`src/rtl/mfp_pkg.sv`:
```
package mfp_pkg;

  // number of motor slots in a frame
  localparam int MOTORS = 4;

  // header, unchecked bytes, eight bytes per motor, then the check byte
  localparam int FRAME_LEN  = 7 + 8 * MOTORS;
  localparam int POS_W      = 7;
  localparam int MIDX_W     = (MOTORS > 1) ? $clog2(MOTORS) : 1;
  localparam int CNT_W      = $clog2(MOTORS + 1);
  localparam int CRC_FIRST  = 3;
  localparam int REC_FIRST  = 6;

  localparam logic [15:0] CRC_POLY = 16'h8005;

  localparam int CFG_AW = 4;
  localparam int CFG_DW = 32;

  // register map, word index
  localparam logic [1:0] REG_HDR_FIRST  = 2'd0;
  localparam logic [1:0] REG_HDR_SECOND = 2'd1;
  localparam logic [1:0] REG_HDR_THIRD  = 2'd2;

  // motor record, byte k of the motor at bits 8k+7..8k
  typedef struct packed {
    logic [15:0] current;
    logic [15:0] speed;
    logic [23:0] position;
    logic [7:0]  mode;
  } rec_t;

  typedef struct packed {
    logic emit;      // valid frame closed by the current word
    logic at_check;  // next word lands on the check byte position
  } parse_stat_t;

  // one byte into CRC-16, MSB first
  function automatic logic [15:0] crc16_byte(input logic [15:0] crc, input logic [7:0] b);
    logic [15:0] c;
    c = crc ^ {b, 8'h00};
    for (int k = 0; k < 8; k++) begin
      if (c[15]) begin
        c = {c[14:0], 1'b0} ^ CRC_POLY;
      end else begin
        c = {c[14:0], 1'b0};
      end
    end
    return c;
  endfunction

endpackage

```
`src/rtl/mfp_parse.sv`:
```
module mfp_parse
  import mfp_pkg::*;
(
  input  logic        clk,
  input  logic        rst_n,
  input  logic        acc,
  input  logic [7:0]  rx_byte,
  input  logic        frame_start,
  input  logic [7:0]  hdr_first,
  input  logic [7:0]  hdr_second,
  input  logic [7:0]  hdr_third,
  output parse_stat_t stat,
  output rec_t        recs [MOTORS]
);

  localparam logic [POS_W-1:0] P_LEN   = POS_W'(FRAME_LEN);
  localparam logic [POS_W-1:0] P_LAST  = POS_W'(FRAME_LEN - 1);
  localparam logic [POS_W-1:0] P_CRC   = POS_W'(CRC_FIRST);
  localparam logic [POS_W-1:0] P_REC   = POS_W'(REC_FIRST);

  logic [POS_W-1:0]  pos_r, pos_nxt, pos_cur, off;
  logic              bad_r, bad_nxt, bad_cur, live, miss;
  logic [15:0]       crc_r, crc_nxt, crc_cur;
  logic              wr, emit;
  logic [MIDX_W-1:0] wr_m;
  logic [2:0]        wr_lane;
  logic [7:0]        store_r [MOTORS][8];

  // a start word clears the frame before it is counted
  assign pos_cur = frame_start ? '0 : pos_r;
  assign bad_cur = frame_start ? 1'b0 : bad_r;
  assign crc_cur = frame_start ? 16'h0000 : crc_r;
  assign live    = (pos_cur < P_LEN);

  always_comb begin
    priority if (pos_cur == POS_W'(0)) begin
      miss = (rx_byte != hdr_first);
    end else if (pos_cur == POS_W'(1)) begin
      miss = (rx_byte != hdr_second);
    end else if (pos_cur == POS_W'(2)) begin
      miss = (rx_byte != hdr_third);
    end else begin
      miss = 1'b0;
    end
  end

  assign off     = pos_cur - P_REC;
  assign wr_m    = off[3 +: MIDX_W];
  assign wr_lane = off[2:0];
  assign wr      = acc && live && (pos_cur >= P_REC) && (pos_cur < P_LAST);

  always_comb begin
    pos_nxt = pos_r;
    bad_nxt = bad_r;
    crc_nxt = crc_r;
    emit    = 1'b0;
    if (acc) begin
      pos_nxt = pos_cur;
      bad_nxt = bad_cur;
      crc_nxt = crc_cur;
      if (live) begin
        bad_nxt = bad_cur | miss;
        if (pos_cur >= P_CRC && pos_cur < P_LAST) begin
          crc_nxt = crc16_byte(crc_cur, rx_byte);
        end
        emit    = (pos_cur == P_LAST) && !bad_cur && (crc_cur[7:0] == rx_byte);
        pos_nxt = pos_cur + 1'b1;
      end
    end
  end

  always_ff @(posedge clk) begin
    if (!rst_n) begin
      pos_r <= '0;
      bad_r <= 1'b0;
      crc_r <= 16'h0000;
    end else begin
      pos_r <= pos_nxt;
      bad_r <= bad_nxt;
      crc_r <= crc_nxt;
    end
  end

  always_ff @(posedge clk) begin
    if (wr) begin
      store_r[wr_m][wr_lane] <= rx_byte;
    end
  end

  for (genvar m = 0; m < MOTORS; m++) begin : g_rec
    assign recs[m] = {store_r[m][7], store_r[m][6], store_r[m][5], store_r[m][4],
                      store_r[m][3], store_r[m][2], store_r[m][1], store_r[m][0]};
  end

  assign stat.emit     = emit;
  assign stat.at_check = (pos_r == P_LAST);

endmodule

```
`src/rtl/motor_feedback_frame_parser.sv`:
```
// Motor feedback frame parser.
// Input channel (in_valid / in_stall): one frame word per cycle, in_frame_start
// marks byte 0. A frame is 3 header bytes, 3 unchecked bytes, 8 bytes per
// motor and a check byte. Header bytes are matched against the three
// registers on the APB port (0x0, 0x4, 0x8); the check byte must equal the
// low byte of the CRC-16 (0x8005, init 0) over bytes 3 to the byte before it.
// Output channel (out_valid / out_stall): on a good frame, one record per
// motor in motor order, last_record on the final one; a bad frame gives
// nothing. The first record is valid the cycle after the check word is
// accepted, and the rest follow one per cycle while out_stall is low.
// Throughput: one input word per cycle while in_stall is low. Records are
// copied into an output buffer at the check word, so the next frame streams in
// while they drain. in_stall is high while the byte count sits on the check
// byte and records of the previous frame are still waiting in that buffer;
// it drops once the last of them is taken.
// Reset (rst_n low at a clock edge) clears the registers, the byte count,
// the CRC and the output buffer state; the first word after reset counts as
// byte 0 even without in_frame_start.
module motor_feedback_frame_parser
  import mfp_pkg::*;
(
  input  logic                     clk,
  input  logic                     rst_n,
  input  logic                     in_valid,
  output logic                     in_stall,
  input  logic [7:0]               in_rx_byte,
  input  logic                     in_frame_start,
  output logic                     out_valid,
  input  logic                     out_stall,
  output logic [1:0]               out_motor_index,
  output logic [7:0]               out_motor_mode,
  output logic signed [23:0]       out_motor_position,
  output logic signed [15:0]       out_motor_speed,
  output logic signed [15:0]       out_motor_current,
  output logic                     out_last_record,
  input  logic                     psel,
  input  logic                     penable,
  input  logic                     pwrite,
  input  logic [CFG_AW-1:0]        paddr,
  input  logic [CFG_DW-1:0]        pwdata,
  output logic [CFG_DW-1:0]        prdata,
  output logic                     pready
);

  logic [7:0]        hdr_first_r, hdr_second_r, hdr_third_r;
  logic              cfg_wr, in_acc, out_take;
  parse_stat_t       stat;
  rec_t              recs [MOTORS];
  rec_t              buf_r [MOTORS];
  rec_t              cur;
  logic [CNT_W-1:0]  cnt_r, cnt_nxt;
  logic [MIDX_W-1:0] idx_r, idx_nxt;

  assign pready = 1'b1;
  assign cfg_wr = psel && penable && pwrite;

  always_ff @(posedge clk) begin
    if (!rst_n) begin
      hdr_first_r  <= 8'h00;
      hdr_second_r <= 8'h00;
      hdr_third_r  <= 8'h00;
    end else if (cfg_wr) begin
      unique case (paddr[3:2])
        REG_HDR_FIRST:  hdr_first_r  <= pwdata[7:0];
        REG_HDR_SECOND: hdr_second_r <= pwdata[7:0];
        REG_HDR_THIRD:  hdr_third_r  <= pwdata[7:0];
        default: ;
      endcase
    end
  end

  always_comb begin
    unique case (paddr[3:2])
      REG_HDR_FIRST:  prdata = {24'h0, hdr_first_r};
      REG_HDR_SECOND: prdata = {24'h0, hdr_second_r};
      REG_HDR_THIRD:  prdata = {24'h0, hdr_third_r};
      default:        prdata = '0;
    endcase
  end

  // hold the check word while the previous frame's records still drain
  assign in_stall = (cnt_r != '0) && stat.at_check;
  assign in_acc   = in_valid && !in_stall;

  mfp_parse u_parse (
    .clk         (clk),
    .rst_n       (rst_n),
    .acc         (in_acc),
    .rx_byte     (in_rx_byte),
    .frame_start (in_frame_start),
    .hdr_first   (hdr_first_r),
    .hdr_second  (hdr_second_r),
    .hdr_third   (hdr_third_r),
    .stat        (stat),
    .recs        (recs)
  );

  assign out_valid = (cnt_r != '0);
  assign out_take  = out_valid && !out_stall;

  always_comb begin
    cnt_nxt = cnt_r;
    idx_nxt = idx_r;
    if (stat.emit) begin
      cnt_nxt = CNT_W'(MOTORS);
      idx_nxt = '0;
    end else if (out_take) begin
      cnt_nxt = cnt_r - 1'b1;
      // park on the last record rather than run past the buffer
      if (cnt_r != CNT_W'(1)) begin
        idx_nxt = MIDX_W'(idx_r + 1'b1);
      end
    end
  end

  always_ff @(posedge clk) begin
    if (!rst_n) begin
      cnt_r <= '0;
      idx_r <= '0;
    end else begin
      cnt_r <= cnt_nxt;
      idx_r <= idx_nxt;
    end
  end

  always_ff @(posedge clk) begin
    if (stat.emit) begin
      buf_r <= recs;
    end
  end

  assign cur                = buf_r[idx_r];
  assign out_motor_index    = 2'(idx_r);
  assign out_motor_mode     = cur.mode;
  assign out_motor_position = $signed(cur.position);
  assign out_motor_speed    = $signed(cur.speed);
  assign out_motor_current  = $signed(cur.current);
  assign out_last_record    = (cnt_r == CNT_W'(1));

endmodule

```
`config.mk`:
```
export PLATFORM = sky130hd
export DESIGN_NAME = motor_feedback_frame_parser
export DESIGN_NICKNAME = d
export VERILOG_FILES = /design/src/rtl/mfp_pkg.sv /design/src/rtl/mfp_parse.sv /design/src/rtl/motor_feedback_frame_parser.sv
export SDC_FILE = /design/constraint.sdc
export NUM_CORES = 1
export LEC_CHECK = 0
export BUFFER_PORTS_ARGS = -buffer_cell sky130_fd_sc_hd__buf_2
export CORE_ASPECT_RATIO = 0.6
export CORE_MARGIN = 4
export CORE_UTILIZATION = 35
export DETAILED_ROUTE_END_ITERATION = 16
export SYNTH_ARGS = -nofsm -noshare
export SYNTH_HDL_FRONTEND = slang
export SYNTH_SLANG_ARGS = --single-unit
```
`constraint.sdc`:
```
create_clock -name clk -period 22.8 [get_ports clk]
set_input_delay 5.7 -clock clk [delete_from_list [all_inputs] [get_ports clk]]
set_output_delay 5.7 -clock clk [all_outputs]
set_load 0.005 [all_outputs]
```
==> results by group, run 1 <==
Run status
  – Outcome: complete, no violations

Power
  – Leakage power: ~0.0075 µW
  – P_int: around 1700 µW
  – Seq pwr share: 52.3%
  – P_sw: roughly 500 µW
  – Clock power frac: between 30% and 40%
  – Switching Share: a little under a quarter
  – Worst vdd ir: a little under 0.06 mV
  – Logic gate share of total power: a little over a tenth
  – Pwr/cell area: 91.7 nW/µm²

Logic synthesis
  – Predominant post-synthesis flop cell: edfxtp_1
  – Largest family of logic cells by synthesized area: multiplexers
  – Number of synthesized flops with an enable pin: between 500 and 600
  – Synthesized netlist cell count: around 1100
  – Sequential fraction of the synthesis area: around 79%
  – Mux cell area share after synthesis: under 10%
  – XOR/XNOR Fraction of Synth Area: around 2.6%
  – #FFs+latches synth: roughly 570
  – Synth top area cells: edfxtp_1, mux4_2, dfxtp_1, xnor2_1, mux2i_1
  – Commonest cells in the synthesized netlist: edfxtp_1, nor2_1, mux4_2
  – Adder and majority gate portion of the synthesized area: 0.419%
  – Simple-Gate Fraction of Synth Area: 4.80%
  – Compound-Gate Fraction of Synth Area: under 10%
  – Synth warnings: 0
  – Yosys top cell area share: roughly 74%
  – Async set or reset register ratio after synthesis: 0%
  – Count of cell types in the netlist: 65
  – Synthesized area: about 21000 µm²
  – Area leader, netlist: edfxtp_1
  – Synthesized area per cell: approximately 19 µm²
  – Most frequent cell after synthesis: edfxtp_1

Critical path
  – Crit end category: output port
  – Worst-path cell chain: buf_2 > nor2b_1 > nand2_1 > o21ai_0 > buf_2
  – Worst Path Arrival: 6.85 ns
  – CP max stage delay: about 0.55 ns
  – Crit path required time: about 17 ns
  – Setup CP Type: in -> out
  – Crit start category: primary input
  – R2R Setup Slk: 18.12 ns
  – Most used cell, CP: buf_2
  – Worst Path Max Fanout: 20
  – Worst path slowest cell: nor2b_1

Timing
  – Final Skew: around 0.012 ns
  – Hold WS: just over 0.4 ns
  – Final setup viols: 0
  – Max-slew headroom: approximately a quarter
  – Fin. max-slew vios: 0
  – Final Hold Fails: 0
  – Post-Route Setup TNS: 0 ns
  – Final critical-path setup slack: just over 10 ns
  – RSZ-0062 raised after global routing: no
  – Final min period: roughly 13 ns
  – Final period util: between 50 and 60%
  – Max Clk Rate: about 0.080 GHz
  – Slew of the pin with the lowest slew margin: roughly 1.1 ns

Floorplan
  – Die Wd: around 320 µm
  – Core area: ~60000 µm²
  – Die Y: approximately 200 µm
  – Initial Util: roughly a third
  – # rows: 69
  – Total Die Area: 63800 µm²
  – Ports: around 150

Clocking
  – Max clock buf depth: 3
  – CTS Root Cell: clkbuf_16
  – CTS tree: built
  – Clock Pin Slew Worst Setup and Hold Paths: around 0.060 ns
  – H-tree levels: 2
  – Clock Sinks: 565
  – Postcts setup bufs: 0
  – Clock Latency Late Sink: between 0.5 and 0.6 ns
  – TritonCTS Buffers: 48
  – Post_cts resized: 0
  – Cts hold-fix bufs: 0

GRT
  – Total gr overflow: 0
  – Vias in the first global route: approximately 10000
  – Largest net degree at the start of global routing: 86
  – Antenna violations before repair: 2
  – Gr usage total: a little over an eighth
  – First-pass GRT wire length: approximately 63000 µm

Route
  – Detailed-route DRC error count: 0
  – Via/cell ratio: a little under 5
  – 1st-iter DRT viols: 915
  – Routed Antenna Nets: 0
  – Routed length per instance: 20.6 µm
  – Via count: 9791
  – 1st-pass router iterations: 5
  – Routed WL: between 40000 and 50000 µm

Placement
  – Pre-CTS setup slack: ~10 ns
  – Number of port buffers: roughly 100
  – GP Congestion: around 0.8
  – Detailed Place HPWL: ~25000 µm

Hold path
  – HP Class: reg -> reg

Final layout
  – Layout area overhead: 13.8%
  – Share of cells above drive strength 1: 21.8%
  – Fin nets: around 1300
  – Antenna diodes: 0

Run
  – Max-cap violations: 0
-- critical path: cells and delay by family --
family                 cells  cell delay (ns)
AND/OR/NAND/NOR            2             0.64
buffers and inverters      2             0.40
AO/OA/AOI/OAI              1             0.10
-- power by group through the flow --
stage / logic (µW) / registers, µW / clock network (µW)
2_1_floorplan: 155 / 1150 / 0
3_3_place_gp: 234 / 1160 / 0
3_5_place_dp: 236 / 1160 / 0
4_1_cts: 237 / 1140 / 832
5_1_grt: 252 / 1140 / 878
6_report: 229 / 1140 / 809
-- kinds of logic after synthesis --
family          Yosys count
compound gates           90
xor+xnor                 60
fa+ha+maj                 7
buf+inv                  76
flops                   565
mux                      90
other cells               2
simple gates            203
-- layout by cell type, fill, tap and decap left out, types with 5 or more instances in the layout --
cell,n
a21boi_0,10
edfxtp_1,512
or3_1,5
buf_2,102
nand3_1,16
clkinv_2,12
nor2b_1,36
clkinv_1,8
a22oi_1,12
a21oi_1,6
clkbuf_1,6
ha_1,7
dfxtp_1,51
mux4_2,64
a31oi_1,7
mux2i_1,25
nor2_1,65
xor2_1,12
buf_4,17
inv_1,9
o21a_1,5
nand2_1,42
nor3_1,9
nand4_1,8
o21ai_0,15
conb_1,25
xnor2_1,47
clkbuf_16,49
-- worst paths after layout --
kind                                from          to  cells past startpoint
hold reg to reg   u_parse.store_r[1][40]  buf_r[144]                      0
setup / recovery                paddr[2]   prdata[6]                      5
hold / removal    u_parse.store_r[1][40]  buf_r[144]                      0
setup reg to reg                cnt_r[0]  buf_r[143]                     10
-- sequential cells by signal, indices dropped and copies added, names as in the netlist --
name,flops
cnt_r,3
hdr_third_r,8
u_parse.pos_r,7
u_parse.crc_r,16
buf_r,256
hdr_first_r,8
out_motor_index,2
u_parse.store_r,256
hdr_second_r,8
u_parse.bad_r,1
-- metrics by stage --
stage | cells | power [µW] | util, % | instance area, µm²
after floorplan | 1116 | 1310 | - | 21000
after CTS | 2038 | 2210 | 40.2 | 23800
after global placement | 1949 | 1400 | 37.6 | 22200
after detailed placement | 1949 | 1400 | 37.6 | 22200
after global routing | 2038 | 2270 | 40.2 | 23800
final | 2038 | 2180 | 40.2 | 23800
-- routing by layer --
layer  share of wire [%]  GRT usage, %  vias up
met1                  49          20.2     5043
met2                  44          19.7      245
met5                   0             0        -
met3                 5.5          2.58       44
li1                    -             -     4459
met4                 1.2          2.17        0
-- area by class of cell --
class / count / area [µm²]
fill: 5243 / 35400
tap: 781 / 977
multi-input combinational: 475 / 4130
sequential: 565 / 16400
clock inverter: 32 / 272
inverter: 9 / 33.8
timing repair buffer: 119 / 638
clock buffer: 57 / 1280
(Power assumes the default switching activity.)
==> run 2, diff against run 1 <==
Clock period 22.8 ns to 13.2 ns, I/O delays scaled along.
==> run 2 against run 1 <==
  * Combinational power rose by 71%
  * Critical path type unchanged
  * Clock skew rose by 0.0092 ns
  * First-iteration DRC count rose by 15%
  * Sequential share of layout area fell by 0.18 points
  * Core utilization rose by 0.11 points
  * Setup slack got worse by 4.8 ns
  * Global-route usage fell by 0.057 points
  * Sequential power rose by 73%
  * Critical path depth did not move
  * Critical endpoint is now prdata[7]
  * Via count barely moved
  * Non-clock buffer count fell by 3
==> results by group, run 2 (same netlist as run 1, synthesis figures left out) <==
Run status
  – Outcome: complete, no violations

Floorplan
  – Core area: 59100 µm² (unchanged)
  – Ports: 154 (unchanged)
  – # rows: 69 (unchanged)
  – Initial Util: 35.3% (unchanged)
  – Die Wd: 323 µm (unchanged)
  – Die Y: 197 µm (unchanged)
  – Total Die Area: 63800 µm² (unchanged)

Power
  – Worst vdd ir: 0.0961 mV (+62%)
  – Leakage power: 0.00745 µW (-0.21%)
  – Pwr/cell area: 160 nW/µm² (+74%)

Route
  – Detailed-route DRC error count: 0 (unchanged)
  – Routed WL: 41600 µm (-0.96%)
  – Via count: 9787 (-0.041%)
  – Routed Antenna Nets: 0 (unchanged)
  – Routed length per instance: 20.4 µm (-1.0%)
  – 1st-pass router iterations: 5 (unchanged)
  – Via/cell ratio: 4.80 (about the same)
  – 1st-iter DRT viols: 1048 (+15%)

Clocking
  – CTS tree: built
  – Postcts setup bufs: 0 (unchanged)
  – Clock Latency Late Sink: 0.59 ns (+0.02 ns)
  – Max clock buf depth: 3 (unchanged)
  – CTS Root Cell: clkbuf_16
  – Post_cts resized: 0 (unchanged)
  – Cts hold-fix bufs: 0 (unchanged)
  – Clock Pin Slew Worst Setup and Hold Paths: 0.07 ns (about the same)
  – Clock Sinks: 565 (unchanged)
  – H-tree levels: 2 (unchanged)
  – TritonCTS Buffers: 49 (+2.1%)

Critical path
  – Crit start category: primary input
  – Crit end category: output port
  – Crit path required time: 9.90 ns (-7.20 ns)
  – Worst Path Arrival: 4.43 ns (-2.42 ns)
  – Worst Path Max Fanout: 20 (unchanged)
  – Setup CP Type: in -> out

Hold path
  – HP Class: reg -> reg

Timing
  – Final Skew: 0.0212 ns (+0.00924 ns)
  – Final Hold Fails: 0 (unchanged)
  – Final setup viols: 0 (unchanged)
  – Post-Route Setup TNS: 0 ns (unchanged)
  – Max Clk Rate: approximately 0.13 GHz
  – Fin. max-slew vios: 0 (unchanged)
  – Final min period: roughly 7.7 ns
  – Final period util: approximately three fifths
  – Slew of the pin with the lowest slew margin: 1.10 ns (-0.00185 ns)
  – RSZ-0062 raised after global routing: no
  – Max-slew headroom: 26.5% (+0.12 points)

Final layout
  – Share of cells above drive strength 1: 21.4% (-0.38 points)
  – Fin nets: 1275 (-0.16%)
  – Most frequent cells in the layout: edfxtp_1, buf_2, nor2_1, mux4_2, dfxtp_1
  – FILL cells: 5258 (+0.29%)
  – Layout area overhead: 14.1%
  – Final Core Density: 40.3% (+0.11 points)
  – Most common cell after layout, fill and taps aside: edfxtp_1
  – Biggest regs: buf_r (256), u_parse.store_r (256), u_parse.crc_r (16)
  – Final Instance Count excl. Fillers: 2039 (+0.049%)

Run
  – Max-cap violations: 0 (unchanged)

Placement
  – Detailed Place HPWL: 24000 µm (-4.5%)
  – Inst Count DP: 1946 (-0.15%)
  – Number of port buffers: 102 (unchanged)
  – GP Congestion: 0.807 (+0.99%)

GRT
  – Largest net degree at the start of global routing: 174 (+100%)
  – First-pass GRT wire length: 62800 µm (-0.25%)
  – Antenna violations before repair: 1 (-1)
  – Total gr overflow: 0 (unchanged)
  – Vias in the first global route: 9833 (-0.51%)
  – Gr usage total: 13.1% (-0.057 points)
[run 2: cell count changes in the layout (fill, tap and decap cells not counted), moves of 2 or more]
cell,previous run,this run
clkinv_4,2,0
buf_4,17,13
inv_6,2,0
clkinvlp_4,3,7
clkbuf_1,6,11
diode_2,0,2
clkinv_2,12,6
[run 2: critical path, stage by stage]
cell,delay (ns)
buf_2,0.25
nor2b_1,0.55
nand2_1,0.11
o21ai_0,0.09
buf_2,0.13
[run 2: final timing paths]
| kind | to | start | cells past startpoint | slack, ns |
|---|---|---|---|---|
| max | prdata[7] | paddr[2] | 5 | 5.47 |
| min | buf_r[131] | u_parse.store_r[1][59] | 0 | 0.40 |
| max reg2reg | u_parse.store_r[1][19] | u_parse.pos_r[1] | 9 | 9.88 |
| min reg2reg | buf_r[131] | u_parse.store_r[1][59] | 0 | 0.40 |
[run 2: through the flow]
stage	total power, µW	hold slack, ns	setup WS, ns	area [µm²]
after detailed placement	2420	0.405	5.49	22200
after global placement	2410	0.401	5.48	22200
after floorplan	2250	0.400	1.83	21000
after CTS	3870	0.403	5.49	23800
after global routing	3970	0.410	5.34	23800
final	3810	0.399	5.47	23800
[run 2: final cells by class]
| class | instances | area (µm²) | share of cell area, % |
|---|---|---|---|
| flip-flops and latches | 565 | 16400 | 69.0 |
| clock inverters | 29 | 303 | 1.27 |
| inverters | 9 | 33.8 | 0.142 |
| diodes | 2 | 5.00 | 0.0210 |
| clock buffers | 62 | 1310 | 5.48 |
| repair buffers | 116 | 628 | 2.64 |
| well taps | 781 | 977 | 4.10 |
| multi-input cells | 475 | 4140 | 17.4 |
[run 2: where the power goes]
group / total (µW) / switching [µW] / leakage, µW / internal (µW)
Clock: 1450 / 640 / 0.000762 / 805
Combinational: 392 / 200 / 0.00165 / 193
Sequential: 1970 / 28.1 / 0.00503 / 1940
Total: 3810 / 868 / 0.00745 / 2940
[run 2: metal layers]
| metal | global-route usage, % | routed length, µm |
|---|---|---|
| met4 | 2.58 | 533 |
| met1 | 19.8 | 20400 |
| met2 | 19.6 | 18500 |
| met5 | 0 | 0 |
| met3 | 2.85 | 2180 |
==> run 3, diff against run 2 <==
Clock period 13.2 ns to 6.55 ns, I/O delays scaled along.
==> run 3 against run 2 <==
  * Via count grew 1.5%
  * Die area is the same
  * First-iteration DRC count shrank 11%
  * Sequential share of layout area shrank 0.35 points
  * Largest power group unchanged
==> results by group, run 3 (same netlist as run 1, synthesis figures left out) <==
Power
  – Leakage power: 0.00753 µW (+1.1%)
  – Pwr/cell area: 322 nW/µm² (+100%)
  – Worst vdd ir: 0.171 mV (+78%)

Final layout
  – Final Instance Count excl. Fillers: 2050 (+0.54%)
  – Most frequent cells in the layout: edfxtp_1, buf_2, nor2_1, mux4_2, dfxtp_1
  – Biggest regs: buf_r (256), u_parse.store_r (256), u_parse.crc_r (16)
  – Most common cell after layout, fill and taps aside: edfxtp_1
  – Share of cells above drive strength 1: 22.3% (+0.92 points)
  – FILL cells: 5263 (+0.095%)
  – Layout area overhead: 14.6%
  – Fin nets: 1286 (+0.86%)
  – Final Core Density: 40.5% (+0.21 points)

Clocking
  – Clock Pin Slew Worst Setup and Hold Paths: 0.07 ns (about the same)
  – Post_cts resized: 0 (unchanged)
  – Max clock buf depth: 3 (unchanged)
  – CTS tree: built
  – Cts hold-fix bufs: 0 (unchanged)
  – Clock Sinks: 565 (unchanged)
  – TritonCTS Buffers: 50 (+2.0%)
  – Postcts setup bufs: 0 (unchanged)
  – CTS Root Cell: clkbuf_16
  – H-tree levels: 2 (unchanged)
  – Clock Latency Late Sink: 0.58 ns (about the same)

Route
  – Routed Antenna Nets: 0 (unchanged)
  – Routed length per instance: 20.9 µm (+2.4%)
  – Detailed-route DRC error count: 0 (unchanged)
  – Via count: 9933 (+1.5%)
  – 1st-pass router iterations: 5 (unchanged)
  – 1st-iter DRT viols: 932 (-11%)
  – Via/cell ratio: 4.85 (+0.95%)
  – Routed WL: 42800 µm (+2.9%)

GRT
  – First-pass GRT wire length: 63900 µm (+1.8%)
  – Largest net degree at the start of global routing: 52 (-70%)
  – Total gr overflow: 0 (unchanged)
  – Antenna violations before repair: 1 (unchanged)
  – Vias in the first global route: 9955 (+1.2%)
  – Gr usage total: 13.4% (+0.32 points)

Timing
  – Slew of the pin with the lowest slew margin: 1.13 ns (+0.0246 ns)
  – Final period util: about 70%
  – Max-slew headroom: 24.7% (-1.8 points)
  – Final critical-path setup slack: 1.99 ns (-3.47 ns)
  – Post-Route Setup TNS: 0 ns (unchanged)
  – Hold WS: 0.410 ns (+0.0117 ns)
  – Final Hold Fails: 0 (unchanged)
  – RSZ-0062 raised after global routing: no
  – Fin. max-slew vios: 0 (unchanged)
  – Final Skew: 0.0215 ns (+0.000294 ns)
  – Final setup viols: 0 (unchanged)
  – Max Clk Rate: 0.220 GHz
  – Final min period: approximately 4.6 ns

Floorplan
  – Core area: 59100 µm² (unchanged)
  – Initial Util: 35.3% (unchanged)
  – Ports: 154 (unchanged)
  – Die Wd: 323 µm (unchanged)
  – Total Die Area: 63800 µm² (unchanged)
  – Die Y: 197 µm (unchanged)
  – # rows: 69 (unchanged)

Placement
  – Inst Count DP: 1956 (+0.51%)
  – Number of port buffers: 102 (unchanged)
  – GP Congestion: 0.848 (+5.1%)
  – Detailed Place HPWL: 26700 µm (+12%)
  – Pre-CTS setup slack: 1.42 ns (-4.07 ns)

Critical path
  – Crit end category: flop
  – R2R depth: 8 (-1)
  – Setup CP Type: in -> reg
  – Crit. Startpoint: in_frame_start
  – Worst R2R Start: cnt_r[0]
  – Crit path required time: 6.75 ns (-3.15 ns)
  – Worst Path Arrival: 4.75 ns (+0.32 ns)
  – Crit start category: primary input
  – Worst Path Max Fanout: 40 (+100%)

Run
  – Max-cap violations: 0 (unchanged)

Hold path
  – HP Class: reg -> reg
  – Hold path startpoint: u_parse.store_r[1][1]
  – Hold path cells: 0 (unchanged)

Run status
  – Outcome: complete, no violations
-- run 3: cell types whose count changed in the layout (fill, tap and decap cells not counted), moves of 2 or more --
cell | previous run | this run
clkinvlp_4 | 7 | 4
clkinv_1 | 9 | 4
clkbuf_8 | 1 | 3
clkinv_4 | 0 | 2
inv_6 | 0 | 2
buf_4 | 13 | 22
clkbuf_1 | 11 | 14
-- run 3: worst paths after layout --
path | end | slack, ns
max | u_parse.store_r[1][23] | 1.99
max reg2reg | buf_r[142] | 3.18
min | buf_r[185] | 0.41
min reg2reg | buf_r[185] | 0.41
-- run 3: metrics by stage --
step                power (µW)  area (µm²)
finish                    7720       24000
floorplan                 4550       21000
CTS                       7830       23900
global placement          4860       22300
detailed placement        4880       22300
global route              8050       23900
-- run 3: layer usage --
layer | share of wire, % | track usage [%] | wire length [µm]
met5 | 0.16 | 0.741 | 68
met2 | 44 | 20.2 | 18900
met1 | 48 | 20.1 | 20500
met4 | 2.0 | 3.00 | 853
met3 | 5.8 | 2.67 | 2480
-- run 3: layout make-up --
class	count	area (µm²)	area share (%)
Antenna cell	2	5.00	0.0209
Inverter	9	33.8	0.141
Tap cell	781	977	4.08
Multi-Input combinational cell	475	4140	17.3
Sequential cell	565	16400	68.6
Clock inverter	25	297	1.24
Clock buffer	67	1350	5.62
Timing Repair Buffer	126	716	2.99
-- run 3: worst max-delay path, cell delays in order --
cell      delay [ns]
buf_2           0.56
inv_2           0.25
nand2_1         0.22
ha_1            0.21
o21a_1          0.14
o221ai_1        0.12
a21o_1          0.22
nor3_2          0.23
nand3_1         0.34
nor2_1          0.80
-- run 3: power breakdown --
part	internal [µW]	switching [µW]
clock network	1660	1300
registers	3910	88.7
logic	391	370
total	5960	1760
